## src/hw/rtl/tlf_pkg.sv

```systemverilog
// Shared types and constants of the text line folder.
package tlf_pkg;

    localparam int CHAR_W          = 8;
    localparam int CFG_W           = 6;
    localparam int MAX_COLUMNS_DEF = 63;
    localparam int WIDTH_MIN       = 2;

    localparam logic [CFG_W-1:0]  WIDTH_RESET = 6'd63;
    localparam logic [CHAR_W-1:0] CH_NEWLINE  = 8'd10;
    localparam logic [CHAR_W-1:0] CH_SPACE    = 8'd32;

    localparam int OUT_DEPTH = 4;
    localparam int OUT_PTR_W = $clog2(OUT_DEPTH);
    localparam int OUT_CNT_W = $clog2(OUT_DEPTH + 1);

    localparam int PADDR_W   = 3;
    localparam int PDATA_W   = 32;
    localparam int REG_IDX_W = PADDR_W - 2;

    localparam logic [REG_IDX_W-1:0] REG_LINE_WIDTH = '0;

    typedef enum logic [3:0] {
        S_IDLE = 4'b0001,
        S_EMIT = 4'b0010,
        S_NL   = 4'b0100,
        S_MOVE = 4'b1000
    } seq_state_t;

    typedef struct packed {
        logic              valid;
        logic [CHAR_W-1:0] ch;
        logic              last;
    } push_t;

endpackage

```

## src/hw/rtl/tlf_in_if.sv

```systemverilog
// Input channel of the text line folder: one character or end-of-text per item.
interface tlf_in_if;
    logic                       valid;
    logic                       ready;
    logic [tlf_pkg::CHAR_W-1:0] ch;
    logic                       end_of_text;

    modport source (output valid, output ch, output end_of_text, input ready);
    modport sink (input valid, input ch, input end_of_text, output ready);
endinterface

```

## src/hw/rtl/tlf_out_if.sv

```systemverilog
// Output channel of the text line folder: one output character per item.
interface tlf_out_if;
    logic                       valid;
    logic                       ready;
    logic [tlf_pkg::CHAR_W-1:0] out_ch;
    logic                       last;

    modport source (output valid, output out_ch, output last, input ready);
    modport sink (input valid, input out_ch, input last, output ready);
endinterface

```

## src/hw/rtl/tlf_cfg.sv

```systemverilog
// Configuration register file of the text line folder behind an APB-style port.
module tlf_cfg (
    input  logic                        clk,
    input  logic                        rst_n,
    input  logic                        psel,
    input  logic                        penable,
    input  logic                        pwrite,
    input  logic [tlf_pkg::PADDR_W-1:0] paddr,
    input  logic [tlf_pkg::PDATA_W-1:0] pwdata,
    output logic [tlf_pkg::PDATA_W-1:0] prdata,
    output logic                        pready,
    output logic [tlf_pkg::CFG_W-1:0]   line_width
);
    import tlf_pkg::*;

    logic [CFG_W-1:0]     width_reg;
    logic [CFG_W-1:0]     width_next;
    logic [REG_IDX_W-1:0] reg_idx;
    logic                 wr_en;

    assign reg_idx = paddr[PADDR_W-1:2];
    assign pready  = 1'b1;
    assign wr_en   = psel && penable && pwrite && pready;

    always_comb
    begin
        width_next = width_reg;
        if (wr_en && (reg_idx == REG_LINE_WIDTH))
        begin
            width_next = pwdata[CFG_W-1:0];
        end
    end

    always_comb
    begin
        prdata = '0;
        if (reg_idx == REG_LINE_WIDTH)
        begin
            prdata = PDATA_W'(width_reg);
        end
    end

    always_ff @(posedge clk or negedge rst_n)
    begin
        if (!rst_n)
        begin
            width_reg <= WIDTH_RESET;
        end
        else
        begin
            width_reg <= width_next;
        end
    end

    assign line_width = width_reg;

endmodule

```

## src/hw/rtl/tlf_ofifo.sv

```systemverilog
// Output queue of the text line folder that decouples the sequencer from the receiver.
module tlf_ofifo (
    input  logic                          clk,
    input  logic                          rst_n,
    input  tlf_pkg::push_t                push,
    tlf_out_if.source                     result_out,
    output logic [tlf_pkg::OUT_CNT_W-1:0] count
);
    import tlf_pkg::*;

    logic [CHAR_W-1:0]    q_ch   [OUT_DEPTH];
    logic                 q_last [OUT_DEPTH];
    logic [OUT_PTR_W-1:0] wr_ptr_reg;
    logic [OUT_PTR_W-1:0] wr_ptr_next;
    logic [OUT_PTR_W-1:0] rd_ptr_reg;
    logic [OUT_PTR_W-1:0] rd_ptr_next;
    logic [OUT_CNT_W-1:0] count_reg;
    logic [OUT_CNT_W-1:0] count_next;
    logic                 pop;

    assign result_out.valid  = (count_reg != '0);
    assign result_out.out_ch = q_ch[rd_ptr_reg];
    assign result_out.last   = q_last[rd_ptr_reg];
    assign pop               = result_out.valid && result_out.ready;
    assign count             = count_reg;

    always_comb
    begin
        wr_ptr_next = wr_ptr_reg;
        rd_ptr_next = rd_ptr_reg;
        count_next  = count_reg;
        if (push.valid)
        begin
            wr_ptr_next = wr_ptr_reg + 1'b1;
        end
        if (pop)
        begin
            rd_ptr_next = rd_ptr_reg + 1'b1;
        end
        if (push.valid && !pop)
        begin
            count_next = count_reg + 1'b1;
        end
        else if (!push.valid && pop)
        begin
            count_next = count_reg - 1'b1;
        end
    end

    always_ff @(posedge clk)
    begin
        if (push.valid)
        begin
            q_ch[wr_ptr_reg]   <= push.ch;
            q_last[wr_ptr_reg] <= push.last;
        end
    end

    always_ff @(posedge clk or negedge rst_n)
    begin
        if (!rst_n)
        begin
            wr_ptr_reg <= '0;
            rd_ptr_reg <= '0;
            count_reg  <= '0;
        end
        else
        begin
            wr_ptr_reg <= wr_ptr_next;
            rd_ptr_reg <= rd_ptr_next;
            count_reg  <= count_next;
        end
    end

endmodule

```

## src/hw/rtl/tlf_seq.sv

```systemverilog
// Line store and sequencer of the text line folder: stores, flushes and folds lines.
module tlf_seq #(
    parameter int MAX_COLUMNS = tlf_pkg::MAX_COLUMNS_DEF
) (
    input  logic                          clk,
    input  logic                          rst_n,
    tlf_in_if.sink                        item_in,
    input  logic [tlf_pkg::CFG_W-1:0]     line_width,
    input  logic [tlf_pkg::OUT_CNT_W-1:0] out_count,
    output tlf_pkg::push_t                push
);
    import tlf_pkg::*;

    localparam int CW = $clog2(MAX_COLUMNS + 1);
    localparam int AW = $clog2(MAX_COLUMNS);
    localparam logic [CW-1:0] WMAX = CW'(MAX_COLUMNS);
    localparam logic [CW-1:0] WMIN = CW'(WIDTH_MIN);

    logic [CHAR_W-1:0] mem [MAX_COLUMNS];
    logic [CHAR_W-1:0] rdata_reg;

    seq_state_t        state_reg,       state_next;
    logic [CW-1:0]     held_reg,        held_next;
    logic [CW-1:0]     sp_reg,          sp_next;
    logic              seen_reg,        seen_next;
    logic [AW-1:0]     emit_idx_reg,    emit_idx_next;
    logic [AW-1:0]     emit_last_reg,   emit_last_next;
    logic              nl_reg,          nl_next;
    logic              fold_reg,        fold_next;
    logic [CW-1:0]     src_reg,         src_next;
    logic [CW-1:0]     left_reg,        left_next;
    logic [CW-1:0]     dst_reg,         dst_next;
    logic [CHAR_W-1:0] c_reg,           c_next;
    logic              op_valid_reg,    op_valid_next;
    logic              op_lit_reg,      op_lit_next;
    logic              op_last_reg,     op_last_next;
    logic              mv_wr_valid_reg, mv_wr_valid_next;

    logic              we;
    logic [AW-1:0]     waddr;
    logic [CHAR_W-1:0] wdata;
    logic [AW-1:0]     raddr;
    logic [CW-1:0]     w_eff;
    logic              can_issue;
    logic              accept;
    logic [CHAR_W-1:0] c_in;

    assign item_in.ready = (state_reg == S_IDLE);
    assign accept        = item_in.valid && item_in.ready;
    assign c_in          = item_in.ch;
    assign can_issue     = (out_count + OUT_CNT_W'(op_valid_reg)) < OUT_CNT_W'(OUT_DEPTH);

    always_comb
    begin
        if (line_width < CFG_W'(WIDTH_MIN))
        begin
            w_eff = WMIN;
        end
        else if (line_width > CFG_W'(MAX_COLUMNS))
        begin
            w_eff = WMAX;
        end
        else
        begin
            w_eff = line_width[CW-1:0];
        end
    end

    always_comb
    begin
        state_next       = state_reg;
        held_next        = held_reg;
        sp_next          = sp_reg;
        seen_next        = seen_reg;
        emit_idx_next    = emit_idx_reg;
        emit_last_next   = emit_last_reg;
        nl_next          = nl_reg;
        fold_next        = fold_reg;
        src_next         = src_reg;
        left_next        = left_reg;
        dst_next         = dst_reg;
        c_next           = c_reg;
        op_valid_next    = 1'b0;
        op_lit_next      = 1'b0;
        op_last_next     = 1'b0;
        mv_wr_valid_next = 1'b0;
        we               = 1'b0;
        waddr            = '0;
        wdata            = c_in;
        raddr            = '0;

        // Write back one moved character and rescan it for a break candidate.
        if (mv_wr_valid_reg)
        begin
            we       = 1'b1;
            waddr    = dst_reg[AW-1:0];
            wdata    = rdata_reg;
            dst_next = dst_reg + 1'b1;
            if ((dst_reg != '0) && (rdata_reg == CH_SPACE))
            begin
                sp_next   = dst_reg;
                seen_next = 1'b1;
            end
        end

        case (state_reg)
            S_IDLE:
            begin
                if (accept)
                begin
                    emit_idx_next  = '0;
                    emit_last_next = AW'(held_reg - 1'b1);
                    if (item_in.end_of_text)
                    begin
                        nl_next   = 1'b0;
                        fold_next = 1'b0;
                        held_next = '0;
                        sp_next   = '0;
                        seen_next = 1'b0;
                        if (held_reg != '0)
                        begin
                            state_next = S_EMIT;
                        end
                    end
                    else if (c_in == CH_NEWLINE)
                    begin
                        nl_next   = 1'b1;
                        fold_next = 1'b0;
                        held_next = '0;
                        sp_next   = '0;
                        seen_next = 1'b0;
                        state_next = (held_reg != '0) ? S_EMIT : S_NL;
                    end
                    else if (held_reg < w_eff)
                    begin
                        we        = 1'b1;
                        waddr     = held_reg[AW-1:0];
                        wdata     = c_in;
                        held_next = held_reg + 1'b1;
                        if ((c_in == CH_SPACE) && (held_reg != '0))
                        begin
                            sp_next   = held_reg;
                            seen_next = 1'b1;
                        end
                    end
                    else if (c_in == CH_SPACE)
                    begin
                        nl_next    = 1'b1;
                        fold_next  = 1'b0;
                        held_next  = '0;
                        sp_next    = '0;
                        seen_next  = 1'b0;
                        state_next = S_EMIT;
                    end
                    else if (seen_reg && (sp_reg < held_reg))
                    begin
                        emit_last_next = AW'(sp_reg - 1'b1);
                        nl_next        = 1'b1;
                        fold_next      = 1'b1;
                        src_next       = sp_reg + 1'b1;
                        left_next      = held_reg - 1'b1 - sp_reg;
                        dst_next       = '0;
                        c_next         = c_in;
                        sp_next        = '0;
                        seen_next      = 1'b0;
                        state_next     = S_EMIT;
                    end
                    else
                    begin
                        nl_next    = 1'b1;
                        fold_next  = 1'b1;
                        left_next  = '0;
                        dst_next   = '0;
                        c_next     = c_in;
                        sp_next    = '0;
                        seen_next  = 1'b0;
                        state_next = S_EMIT;
                    end
                end
            end
            S_EMIT:
            begin
                raddr = emit_idx_reg;
                if (can_issue)
                begin
                    op_valid_next = 1'b1;
                    op_last_next  = (emit_idx_reg == emit_last_reg) && !nl_reg;
                    if (emit_idx_reg == emit_last_reg)
                    begin
                        state_next = nl_reg ? S_NL : S_IDLE;
                    end
                    else
                    begin
                        emit_idx_next = emit_idx_reg + 1'b1;
                    end
                end
            end
            S_NL:
            begin
                if (can_issue)
                begin
                    op_valid_next = 1'b1;
                    op_lit_next   = 1'b1;
                    op_last_next  = 1'b1;
                    state_next    = fold_reg ? S_MOVE : S_IDLE;
                end
            end
            S_MOVE:
            begin
                if (left_reg != '0)
                begin
                    raddr            = src_reg[AW-1:0];
                    src_next         = src_reg + 1'b1;
                    left_next        = left_reg - 1'b1;
                    mv_wr_valid_next = 1'b1;
                end
                else if (!mv_wr_valid_reg)
                begin
                    // The character that caused the fold starts after the moved tail.
                    we         = 1'b1;
                    waddr      = dst_reg[AW-1:0];
                    wdata      = c_reg;
                    held_next  = dst_reg + 1'b1;
                    state_next = S_IDLE;
                end
            end
            default:
            begin
                state_next = S_IDLE;
            end
        endcase
    end

    always_ff @(posedge clk)
    begin
        if (we)
        begin
            mem[waddr] <= wdata;
        end
        rdata_reg <= mem[raddr];
    end

    always_ff @(posedge clk or negedge rst_n)
    begin
        if (!rst_n)
        begin
            state_reg       <= S_IDLE;
            held_reg        <= '0;
            sp_reg          <= '0;
            seen_reg        <= 1'b0;
            emit_idx_reg    <= '0;
            emit_last_reg   <= '0;
            nl_reg          <= 1'b0;
            fold_reg        <= 1'b0;
            src_reg         <= '0;
            left_reg        <= '0;
            dst_reg         <= '0;
            op_valid_reg    <= 1'b0;
            op_lit_reg      <= 1'b0;
            op_last_reg     <= 1'b0;
            mv_wr_valid_reg <= 1'b0;
        end
        else
        begin
            state_reg       <= state_next;
            held_reg        <= held_next;
            sp_reg          <= sp_next;
            seen_reg        <= seen_next;
            emit_idx_reg    <= emit_idx_next;
            emit_last_reg   <= emit_last_next;
            nl_reg          <= nl_next;
            fold_reg        <= fold_next;
            src_reg         <= src_next;
            left_reg        <= left_next;
            dst_reg         <= dst_next;
            op_valid_reg    <= op_valid_next;
            op_lit_reg      <= op_lit_next;
            op_last_reg     <= op_last_next;
            mv_wr_valid_reg <= mv_wr_valid_next;
        end
    end

    always_ff @(posedge clk)
    begin
        c_reg <= c_next;
    end

    assign push.valid = op_valid_reg;
    assign push.ch    = op_lit_reg ? CH_NEWLINE : rdata_reg;
    assign push.last  = op_last_reg;

`ifndef SYNTHESIS
    a_held_bound: assert property (@(posedge clk) disable iff (!rst_n)
        held_reg <= WMAX)
        else $error("held count exceeds the store depth");

    a_space_valid: assert property (@(posedge clk) disable iff (!rst_n)
        (state_reg == S_IDLE && seen_reg) |-> (sp_reg != '0 && sp_reg < held_reg))
        else $error("break candidate lies outside the held line");

    a_wb_in_move: assert property (@(posedge clk) disable iff (!rst_n)
        mv_wr_valid_reg |-> (state_reg == S_MOVE))
        else $error("moved character written back outside the move phase");

    a_no_overflow: assert property (@(posedge clk) disable iff (!rst_n)
        op_valid_reg |-> (out_count < OUT_CNT_W'(OUT_DEPTH)))
        else $error("output queue overrun");

    a_eot_flush: assert property (@(posedge clk) disable iff (!rst_n)
        (accept && item_in.end_of_text && held_reg != '0) |=> (state_reg == S_EMIT))
        else $error("end of text did not start a flush");
`endif

endmodule

```

## src/hw/rtl/text_line_folder.sv

```systemverilog
// Top level of the text line folder: greedy word wrap of a character stream.
//
// item_in carries one character (ch) or an end-of-text mark per item; result_out
// carries the output characters, with last set on the final one caused by an
// input item. Both channels use valid/ready; an item moves when both are high.
// line_width is written through the APB-style port at byte address 0.
//
// An ordinary character that fits the line is written to the line store and
// accepted every cycle, with no output. A newline, an end-of-text mark or a
// character that overflows the line reads the held characters out of the line
// store at one per cycle while the output queue has room; a fold at a space
// then moves the tail of the line to the front at one character per cycle
// through the single read port. The first output passes through the state
// register, the registered store read and the output queue.
// A four-entry output queue lets the sequencer run ahead of the receiver; when
// the receiver stalls, readout pauses once the queue is full.
// Reset empties the line and sets line_width to 63; the line store holds no
// reset value and needs no clearing pass.
module text_line_folder #(
    parameter int MAX_COLUMNS = tlf_pkg::MAX_COLUMNS_DEF
) (
    input  logic                        clk,
    input  logic                        rst_n,
    tlf_in_if.sink                      item_in,
    tlf_out_if.source                   result_out,
    input  logic                        psel,
    input  logic                        penable,
    input  logic                        pwrite,
    input  logic [tlf_pkg::PADDR_W-1:0] paddr,
    input  logic [tlf_pkg::PDATA_W-1:0] pwdata,
    output logic [tlf_pkg::PDATA_W-1:0] prdata,
    output logic                        pready
);
    import tlf_pkg::*;

    logic [CFG_W-1:0]     line_width;
    logic [OUT_CNT_W-1:0] out_count;
    push_t                push;

    tlf_cfg u_cfg (
        .clk        (clk),
        .rst_n      (rst_n),
        .psel       (psel),
        .penable    (penable),
        .pwrite     (pwrite),
        .paddr      (paddr),
        .pwdata     (pwdata),
        .prdata     (prdata),
        .pready     (pready),
        .line_width (line_width)
    );

    tlf_seq #(
        .MAX_COLUMNS (MAX_COLUMNS)
    ) u_seq (
        .clk        (clk),
        .rst_n      (rst_n),
        .item_in    (item_in),
        .line_width (line_width),
        .out_count  (out_count),
        .push       (push)
    );

    tlf_ofifo u_ofifo (
        .clk        (clk),
        .rst_n      (rst_n),
        .push       (push),
        .result_out (result_out),
        .count      (out_count)
    );

endmodule

```

## src/flat_wrapper.sv

```systemverilog
// flat-port wrapper written by rule: the top's interface ports become plain ports
module text_line_folder_flat import tlf_pkg::*;
#(
    parameter int MAX_COLUMNS = tlf_pkg::MAX_COLUMNS_DEF
)
  (clk, rst_n, psel, penable, pwrite, paddr, pwdata, prdata, pready, item_in_valid, item_in_ch, item_in_end_of_text, item_in_ready, result_out_valid, result_out_out_ch, result_out_last, result_out_ready);
  tlf_in_if item_in_i ();
  tlf_out_if result_out_i ();
  input  logic clk;
  input  logic rst_n;
  input  logic psel;
  input  logic penable;
  input  logic pwrite;
  input  logic [tlf_pkg::PADDR_W-1:0] paddr;
  input  logic [tlf_pkg::PDATA_W-1:0] pwdata;
  output logic [tlf_pkg::PDATA_W-1:0] prdata;
  output logic pready;
  input wire logic [$bits(item_in_i.valid)-1:0] item_in_valid;
  input wire logic [$bits(item_in_i.ch)-1:0] item_in_ch;
  input wire logic [$bits(item_in_i.end_of_text)-1:0] item_in_end_of_text;
  output wire logic [$bits(item_in_i.ready)-1:0] item_in_ready;
  output wire logic [$bits(result_out_i.valid)-1:0] result_out_valid;
  output wire logic [$bits(result_out_i.out_ch)-1:0] result_out_out_ch;
  output wire logic [$bits(result_out_i.last)-1:0] result_out_last;
  input wire logic [$bits(result_out_i.ready)-1:0] result_out_ready;
  assign item_in_i.valid = item_in_valid;
  assign item_in_i.ch = item_in_ch;
  assign item_in_i.end_of_text = item_in_end_of_text;
  assign item_in_ready = item_in_i.ready;
  assign result_out_valid = result_out_i.valid;
  assign result_out_out_ch = result_out_i.out_ch;
  assign result_out_last = result_out_i.last;
  assign result_out_i.ready = result_out_ready;
  text_line_folder #(.MAX_COLUMNS(MAX_COLUMNS)) u_core (.clk(clk), .rst_n(rst_n), .item_in(item_in_i), .result_out(result_out_i), .psel(psel), .penable(penable), .pwrite(pwrite), .paddr(paddr), .pwdata(pwdata), .prdata(prdata), .pready(pready));
endmodule
```

## config.mk

```make
export PLATFORM = sky130hd
export DESIGN_NAME = text_line_folder_flat
export DESIGN_NICKNAME = d
export VERILOG_FILES = /design/src/hw/rtl/tlf_pkg.sv /design/src/hw/rtl/tlf_in_if.sv /design/src/hw/rtl/tlf_out_if.sv /design/src/hw/rtl/tlf_cfg.sv /design/src/hw/rtl/tlf_ofifo.sv /design/src/hw/rtl/tlf_seq.sv /design/src/hw/rtl/text_line_folder.sv /design/src/flat_wrapper.sv
export SDC_FILE = /design/constraint.sdc
export NUM_CORES = 1
export LEC_CHECK = 0
export ABC_CLOCK_PERIOD_IN_PS = 5300
export BUFFER_PORTS_ARGS = -buffer_cell sky130_fd_sc_hd__clkbuf_2
export CAP_MARGIN = 20
export CORE_ASPECT_RATIO = 0.5
export CORE_UTILIZATION = 35
export CTS_CLUSTER_SIZE = 40
export DETAILED_ROUTE_END_ITERATION = 16
export GPL_ROUTABILITY_DRIVEN = 0
export PLACE_DENSITY = 0.62
export SLEW_MARGIN = 0
export SYNTH_ARGS = -nofsm -noshare
export SYNTH_HDL_FRONTEND = slang
export SYNTH_SLANG_ARGS = --single-unit
export TNS_END_PERCENT = 100
```

## constraint.sdc

```tcl
create_clock -name clk -period 5.3 [get_ports clk]
set_input_delay 0.795 -clock clk [delete_from_list [all_inputs] [get_ports clk]]
set_output_delay 0.795 -clock clk [all_outputs]
set_load 0.01 [all_outputs]
```

==> run_results.csv, run 1 <==
group,metric,value,unit
setup_path,critPathMostFrequentCell,"nor2_1",
setup_path,end_kind,"flop",
timing,tightest_slew,1.05,ns
drt,wl,70500,um
synth,synth_top_area_share,60.8,%
setup_path,cp_top_family,"simple AND/OR/NAND/NOR gates",
clock_network,numCtsBuffers,59,
grt,grt_pass1_vias,17100,
timing,maxSlewHeadroom,29.4,%
setup_path,arrival,4.86,ns
grt,grtUsageTotal,17.7,%
clock_network,clkSinkCount,622,
synth,synth_edf_count,548,
drt,ant_nets,0,
floorplan,core,75900,um^2
synth,netlist_area,27100,um^2
drt,vias_per_cell,5.45,
setup_path,crit_slowest_cell,"or3_1",
clock_network,insertion_delay,0.64,ns
drt,drc,0,
hold_path,hold_class,"in -> async",
finish,drive_gt1_share,13.8,%
finish,final_cell_mix,"edfxtp_1 (548), nand2_1 (367), nor2_1 (107)",
synth,postSynthAreaPerCell,12.8,um^2
setup_path,required,5.56,ns
synth,synth_top_cell_by_area,"edfxtp_1",
floorplan,rows,71,
synth,synth_xor_area_share,1.29,%
timing,setup_viol,0,
timing,rsz0062_at_grt,"false",
finish,area_growth,13.5,%
finish,final_common_cell,"edfxtp_1",
placement,dp_hpwl,44400,um
clock_network,root_buffer,"clkbuf_16",
synth,yosys.area_share.adder,1.63,%
synth,ys.warnings.count,0,
setup_path,critPathMaxFanout,8,
grt,grt_remaining_overflow,0,
synth,ys_seq_elements,622,
grt,grt_pass1_wl,105000,um
synth,synthFlopType,"edfxtp_1",
finish,fin_nets,2285,
drt,first_pass_iters,6,
floorplan,die_w,395,um
grt,grt_max_degree,67,
synth,synth_simple_gate_area_share,12.3,%
finish,diodes,0,
clock_network,clock_path_buffers,3,
finish,reg_top3,"u_core.u_seq.mem x504, u_core.u_ofifo.q_ch x32",
timing,period_share,86.7,%
placement,place_area,28900,um^2
synth,synthMuxAreaShare,3.50,%
floorplan,dieArea,78500,um^2
clock_network,cts_tree,"yes",
clock_network,cts.clk_slew.worst_paths,0.06,ns
finish,largest_reg_flops,504,
drt,drtIter0Drc,1870,
drt,vias,17800,
floorplan,chipHeight,199,um
drt,avgRoutedWirePerCell,21.6,um
finish,fin_area,30700,um^2
synth,synth_compound_area_share,10.5,%
synth,seq_area_frac_synth,67.5,%
grt,antenna_found_initial,2,
synth,synthTopCellsByArea,"edfxtp_1 (61%), dfrtp_1 (5.5%), nand2_1 (5.2%)",
power,power_density,390,nW/um^2
synth,synth_async_sr_flop_share,10.6,%
setup_path,critical_path_class,"reg -> reg",
clock_network,cts_setup_buffers,0,
finish,regMostFlops,"u_core.u_seq.mem",
setup_path,critPathBufInv,0,
setup_path,cpPeakStageDelay,0.73,ns
timing,fin_tns_setup,0,ns
setup_path,critPathLaunchType,"flop",
run,maxCapViolations,0,
status,run_status,"complete, no violations",
timing,period_needed,4.59,ns
synth,synth_top_family_by_area,"simple AND/OR/NAND/NOR gates",
synth,synthCells,2107,
clock_network,htreeDepth,2,
timing,finalHoldViolCount,0,
power,peakVddDrop,0.245,mV
clock_network,cts_resized,0,
clock_network,holdBufCountCts,0,
synth,ys_types,83,
finish,fillers,7028,
timing,fin_skew,0.0184,ns
placement,portBuffers,39,
timing,max_clock_freq,218,MHz
timing,maxSlewViolCount,0,
floorplan,start_util,35.7,%
power,leakage,10.6,nW
floorplan,pin_count,95,
setup_path,crit_chain,"or4_1 > nor2_1 > nor2_1 > ha_1 > a2111oi_2 > o21ba_2 > nand2_2 > a221o_1 > or3_1 > nor2_1",
-- through the flow --
step	setup slack [ns]	std cells	hold WS [ns]	util [%]	power, mW
final	0.706	3266	0.364	40.5	12.0
after global routing	0.550	3266	0.378	40.5	12.4
after CTS	0.669	3263	0.361	40.5	12.0
after detailed placement	0.675	3158	0.497	38.0	8.02
after global placement	0.609	3156	0.482	38.0	7.97
after floorplan	0.968	2132	0.455	-	7.37
-- path summary, 6_finish.rpt --
| path | to | slack, ns | start | depth (start not counted) |
|---|---|---|---|---|
| min | u_core.u_ofifo.rd_ptr_reg[1] | 0.36 | rst_n | 2 |
| min in group clk | u_core.u_seq.c_reg[2] | 0.39 | item_in_ch[2] | 1 |
| min reg2reg | u_core.u_ofifo.q_last[0] | 0.51 | u_core.u_seq.op_last_reg | 0 |
| max | u_core.u_seq.mem[58][0] | 0.71 | u_core.u_cfg.line_width[4] | 10 |
| max reg2reg | u_core.u_seq.mem[58][0] | 0.71 | u_core.u_cfg.line_width[4] | 10 |
| max in group asynchronous | u_core.u_seq.left_reg[2] | 4.37 | rst_n | 2 |
-- area by class of cell --
class	count	area [um^2]	area share, %
repair buffers	156	1140	3.72
clock inverters	34	283	0.921
multi-input cells	1329	8070	26.3
inverters	32	123	0.399
well taps	1022	1280	4.16
flip-flops and latches	622	18300	59.5
clock buffers	71	1540	5.02
-- worst register-to-register path, delay by kind of cell (launching register included) --
kind            cells  cell delay (ns)
flops               1             0.37
compound gates      3             1.25
fa+ha+maj           1             0.29
simple gates        6             2.30
-- cells in the mapped netlist, drive strengths merged (42+ instances only) --
library cell / n
nand3: 99
mux2i: 61
buf: 82
edfxtp: 548
a21oi: 93
nand2: 378
nor2: 111
clkbuf: 67
a211oi: 42
dfrtp: 59
a31oi: 56
o21ai: 55
nor3: 45
-- per-layer routing --
metal / vias up / part of all wire, % / track usage (%)
li1: 8049 / - / -
met1: 8951 / 44 / 24.7
met2: 677 / 45 / 27.2
met3: 118 / 8.2 / 3.96
met4: 2 / 2.9 / 6.12
met5: - / 0.018 / 0
-- cells by family after synthesis --
kind of cell | count (synthesis)
buf+inv | 181
simple gates | 739
compound gates | 407
fa+ha+maj | 34
flops | 622
other cells | 2
xor+xnor | 40
mux | 82
-- where the power goes --
part | internal [mW] | total (mW) | switching, mW
Combinational | 0.710 | 1.90 | 1.19
Clock | 2.22 | 4.04 | 1.82
Sequential | 5.74 | 6.05 | 0.311
Total | 8.66 | 12.0 | 3.32
Note: power is estimated with default switching activity, not from simulation.
==> run 2, diff against run 1 <==
CELL_PAD_IN_SITES_DETAIL_PLACEMENT = 0   (was default)
CELL_PAD_IN_SITES_GLOBAL_PLACEMENT = 2   (was default)
PLACE_DENSITY = 0.78   (was 0.62)
==> run_results.csv, run 2 (synthesis results as in run 1) <==
group,metric,value,unit
floorplan,core,75900,um^2
finish,regMostFlops,"u_core.u_seq.mem",
drt,drtIter0Drc,1831,
timing,fin_skew,0.0258,ns
power,power_density,393,nW/um^2
setup_path,required,5.56,ns
setup_path,arrival,4.80,ns
timing,rsz0062_at_grt,"false",
timing,maxSlewViolCount,0,
timing,worst_slack,0.758,ns
drt,wl,72900,um
status,run_status,"complete, no violations",
clock_network,cts_tree,"yes",
setup_path,r2r_start,"u_core.u_cfg.line_width[4]",
grt,busiest_layer,"met1",
floorplan,chipHeight,199,um
timing,tightest_slew,1.09,ns
grt,grt_max_degree,136,
clock_network,cts_resized,0,
timing,period_share,85.7,%
setup_path,critPathMaxFanout,10,
setup_path,critical_path_class,"reg -> reg",
drt,avgRoutedWirePerCell,22.4,um
drt,vias,17500,
floorplan,rows,71,
grt,grt_pass1_vias,16600,
power,leakage,10.5,nW
finish,reg_top3,"u_core.u_seq.mem x504, u_core.u_ofifo.q_ch x32",
finish,final_cell_mix,"edfxtp_1 (548), nand2_1 (367), nor2_1 (106)",
timing,finalHoldViolCount,0,
grt,gr-usage-met1,27.7,%
run,maxCapViolations,0,
setup_path,critPathLaunchType,"flop",
drt,first_pass_iters,5,
setup_path,timing.rr.end,"u_core.u_seq.mem[26][3]",
timing,period_needed,4.54,ns
clock_network,cts.clk_slew.worst_paths,0.06,ns
grt,grtUsageTotal,18.4,%
finish,largest_reg_flops,504,
placement,portBuffers,39,
setup_path,reg2reg_slack,0.76,ns
clock_network,numCtsBuffers,57,
floorplan,dieArea,78500,um^2
clock_network,holdBufCountCts,0,
timing,maxSlewHeadroom,26.7,%
drt,ant_nets,0,
drt,vias_per_cell,5.37,
power,peakVddDrop,0.277,mV
clock_network,clock_path_buffers,3,
clock_network,root_buffer,"clkbuf_16",
timing,max_clock_freq,220,MHz
grt,use_met3,2.99,%
floorplan,start_util,35.7,%
timing,fin_tns_setup,0,ns
hold_path,hold_class,"in -> async",
finish,fin_nets,2271,
drt,drc,0,
finish,area_growth,13.3,%
timing,setup_viol,0,
placement,dp_hpwl,46700,um
finish,diodes,0,
floorplan,pin_count,95,
placement,post-place-ws,0.775,ns
grt,grt_pass1_wl,108000,um
clock_network,clkSinkCount,622,
grt,met2_usage,27.5,%
grt,antenna_found_initial,0,
clock_network,insertion_delay,0.64,ns
grt,grt_remaining_overflow,0,
setup_path,end_kind,"flop",
setup_path,worst_r2r_path_depth,10,
clock_network,cts_setup_buffers,0,
floorplan,die_w,395,um
clock_network,htreeDepth,2,
finish,final_common_cell,"edfxtp_1",
finish,drive_gt1_share,13.5,%
run 2: changes by cell type in the layout (fill, tap and decap cells not counted), sizes merged:
cell	change
clkinv	-1
clkbuf	+2
buf	-11
bufinv	+2
clkinvlp	-2
run 2: critical path: stages (launching register included):
cell and delay, ns:
dfstp_2 0.37, or4_1 0.56, nor2_1 0.11, nor2_1 0.05, ha_1 0.29, a2111oi_2 0.48
o21bai_4 0.23, o211ai_1 0.32, nand2_1 0.32, or3_1 0.79, nor2_1 0.67
run 2: layout make-up:
cell class	count	area, um^2
Clock buffer	74	1520
Sequential cell	622	18300
Timing Repair Buffer	144	1070
Clock inverter	33	314
Inverter	32	123
Tap cell	1022	1280
Multi-Input combinational cell	1329	8070
Fill cell	7097	45200
run 2: worst max path at each step:
stage	start	endpoint	slack [ns]	depth (start not counted)
2_1_floorplan	item_in_ch[2]	u_core.u_seq.mem[0][4]	0.97	6
3_3_place_gp	u_core.u_cfg.line_width[4]	u_core.u_seq.mem[40][7]	0.75	10
3_5_place_dp	u_core.u_cfg.line_width[4]	u_core.u_seq.mem[26][3]	0.77	10
4_1_cts	u_core.u_cfg.line_width[4]	u_core.u_seq.mem[26][4]	0.76	10
5_1_grt	u_core.u_cfg.line_width[4]	u_core.u_seq.mem[40][7]	0.62	10
6_report	u_core.u_cfg.line_width[4]	u_core.u_seq.mem[26][3]	0.76	10
run 2: metal layers:
metal	routed length, um	part of all wire, %
met1	34600	47
met2	31700	44
met5	0	0
met4	1500	2.1
met3	5080	7.0
run 2: where the power goes:
part | leakage, nW | total, mW | switching, mW | internal, mW
registers | 5.83 | 6.07 | 0.330 | 5.74
logic | 3.83 | 1.89 | 1.18 | 0.705
clock network | 0.886 | 4.11 | 1.84 | 2.27
total | 10.5 | 12.1 | 3.35 | 8.71
run 2: through the flow:
step	instances	power [mW]	hold slack, ns	utilization (%)	cell area, um^2
6_report	3256	12.1	0.365	40.4	30700
5_1_grt	3256	12.6	0.357	40.4	30700
4_1_cts	3254	12.2	0.342	40.4	30600
3_5_place_dp	3147	8.05	0.486	38.0	28800
3_3_place_gp	3146	8.04	0.461	38.0	28800
2_1_floorplan	2132	7.37	0.455	-	27200
==> run 3, diff against run 2 <==
ABC_CLOCK_PERIOD_IN_PS = 5500   (was 5300)
clock period = 5.5 ns   (was 5.3 ns; I/O delays follow)
==> run_results.csv, run 3 (synthesis results as in run 1) <==
group,metric,value,unit
finish,reg_top3,"u_core.u_seq.mem x504, u_core.u_ofifo.q_ch x32",
placement,portBuffers,39,
floorplan,dieArea,78500,um^2
clock_network,cts.clk_slew.worst_paths,0.06,ns
finish,final_common_cell,"edfxtp_1",
floorplan,start_util,35.7,%
clock_network,htreeDepth,2,
finish,diodes,0,
clock_network,clock_path_buffers,3,
floorplan,die_w,395,um
clock_network,cts_resized,0,
finish,stdcell_count,3261,
clock_network,holdBufCountCts,0,
finish,largest_reg_flops,504,
timing,max_clock_freq,215,MHz
clock_network,numCtsBuffers,58,
clock_network,root_buffer,"clkbuf_16",
drt,vias_per_cell,5.32,
grt,antenna_found_initial,2,
clock_network,clkSinkCount,622,
floorplan,core,75900,um^2
placement,dp_hpwl,46700,um
placement,dp_cells,3153,
power,power_density,375,nW/um^2
setup_path,required,5.77,ns
drt,first_pass_iters,5,
timing,period_share,84.5,%
finish,area_growth,13.1,%
run,maxCapViolations,0,
drt,drc,0,
floorplan,chipHeight,199,um
floorplan,rows,71,
power,leakage,10.5,nW
timing,whs,0.393,ns
finish,drive_gt1_share,13.7,%
hold_path,hold_class,"in -> async",
drt,vias,17400,
floorplan,pin_count,95,
setup_path,critPathMaxFanout,10,
timing,fin_tns_setup,0,ns
grt,grt_pass1_wl,109000,um
grt,grt_max_degree,91,
timing,maxSlewHeadroom,25.2,%
finish,fin_nets,2276,
timing,finalHoldViolCount,0,
clock_network,cts_setup_buffers,0,
clock_network,insertion_delay,0.64,ns
finish,regMostFlops,"u_core.u_seq.mem",
grt,grt_remaining_overflow,0,
setup_path,critical_path_class,"reg -> reg",
setup_path,arrival,4.91,ns
drt,wl,72100,um
finish,final_cell_mix,"edfxtp_1 (548), nand2_1 (367), nor2_1 (106)",
power,peakVddDrop,0.227,mV
timing,maxSlewViolCount,0,
clock_network,cts_tree,"yes",
timing,setup_viol,0,
timing,rsz0062_at_grt,"false",
status,run_status,"complete, no violations",
timing,fin_skew,0.0159,ns
drt,ant_nets,0,
setup_path,critPathLaunchType,"flop",
timing,tightest_slew,1.12,ns
drt,avgRoutedWirePerCell,22.1,um
drt,drtIter0Drc,1713,
grt,grtUsageTotal,18.4,%
setup_path,end_kind,"flop",
timing,period_needed,4.65,ns
grt,grt_pass1_vias,16900,
finish,fillers,7092,
-- run 3: changes by cell type in the layout (fill, tap and decap cells not counted), sizes merged --
| cell | previous run | this run |
|---|---|---|
| buf | 105 | 110 |
| bufinv | 5 | 2 |
| clkbuf | 113 | 107 |
| clkinv | 26 | 29 |
| clkinvlp | 3 | 8 |
| inv | 31 | 32 |
-- run 3: final timing paths --
| kind | end | startpoint | cells past startpoint | slack (ns) |
|---|---|---|---|---|
| setup / recovery | u_core.u_seq.mem[34][5] | u_core.u_cfg.line_width[4] | 10 | 0.85 |
| min in group clk | u_core.u_seq.c_reg[2] | item_in_ch[2] | 1 | 0.42 |
| hold / removal | u_core.u_ofifo.rd_ptr_reg[1] | rst_n | 2 | 0.39 |
| hold reg to reg | u_core.u_ofifo.q_last[2] | u_core.u_seq.op_last_reg | 0 | 0.49 |
| max in group asynchronous | u_core.u_seq.dst_reg[5] | rst_n | 2 | 4.53 |
| setup reg to reg | u_core.u_seq.mem[34][5] | u_core.u_cfg.line_width[4] | 10 | 0.85 |
-- run 3: worst max-delay path, stage by stage (launching register included) --
cell       delay (ns)
dfstp_2          0.37
or4_1            0.57
nor2_1           0.11
nor2_1           0.05
ha_1             0.29
a2111oi_2        0.47
o21bai_4         0.24
o211ai_1         0.33
nand2_1          0.31
or3_1            0.77
nor2_1           0.75
-- run 3: per-layer routing --
layer	vias to the layer above	global-route usage [%]	share of wire, %
li1	8048	-	-
met1	8758	26.7	47
met2	459	28.4	45
met3	86	3.47	6.3
met4	2	4.42	1.8
met5	-	0	0.018
-- run 3: report_power, final --
group	total, mW	switching, mW	internal, mW
registers	5.85	0.322	5.52
logic	1.79	1.11	0.678
clock network	3.84	1.80	2.04
-- run 3: cell type report --
| type | count | area, um^2 | area share (%) |
|---|---|---|---|
| clock buffers | 69 | 1490 | 4.88 |
| clock inverters | 39 | 292 | 0.952 |
| inverters | 32 | 123 | 0.401 |
| multi-input cells | 1329 | 8080 | 26.4 |
| flip-flops and latches | 622 | 18300 | 59.7 |
| well taps | 1022 | 1280 | 4.18 |
| repair buffers | 148 | 1070 | 3.51 |
-- run 3: per-stage QoR --
stage	setup WS (ns)	util, %	total power, mW	area [um^2]
after floorplan	1.14	-	7.10	27200
after global placement	0.931	38.0	7.71	28800
after detailed placement	0.931	38.0	7.74	28800
after CTS	0.904	40.4	11.6	30600
after global routing	0.636	40.4	12.0	30600
final	0.853	40.4	11.5	30600
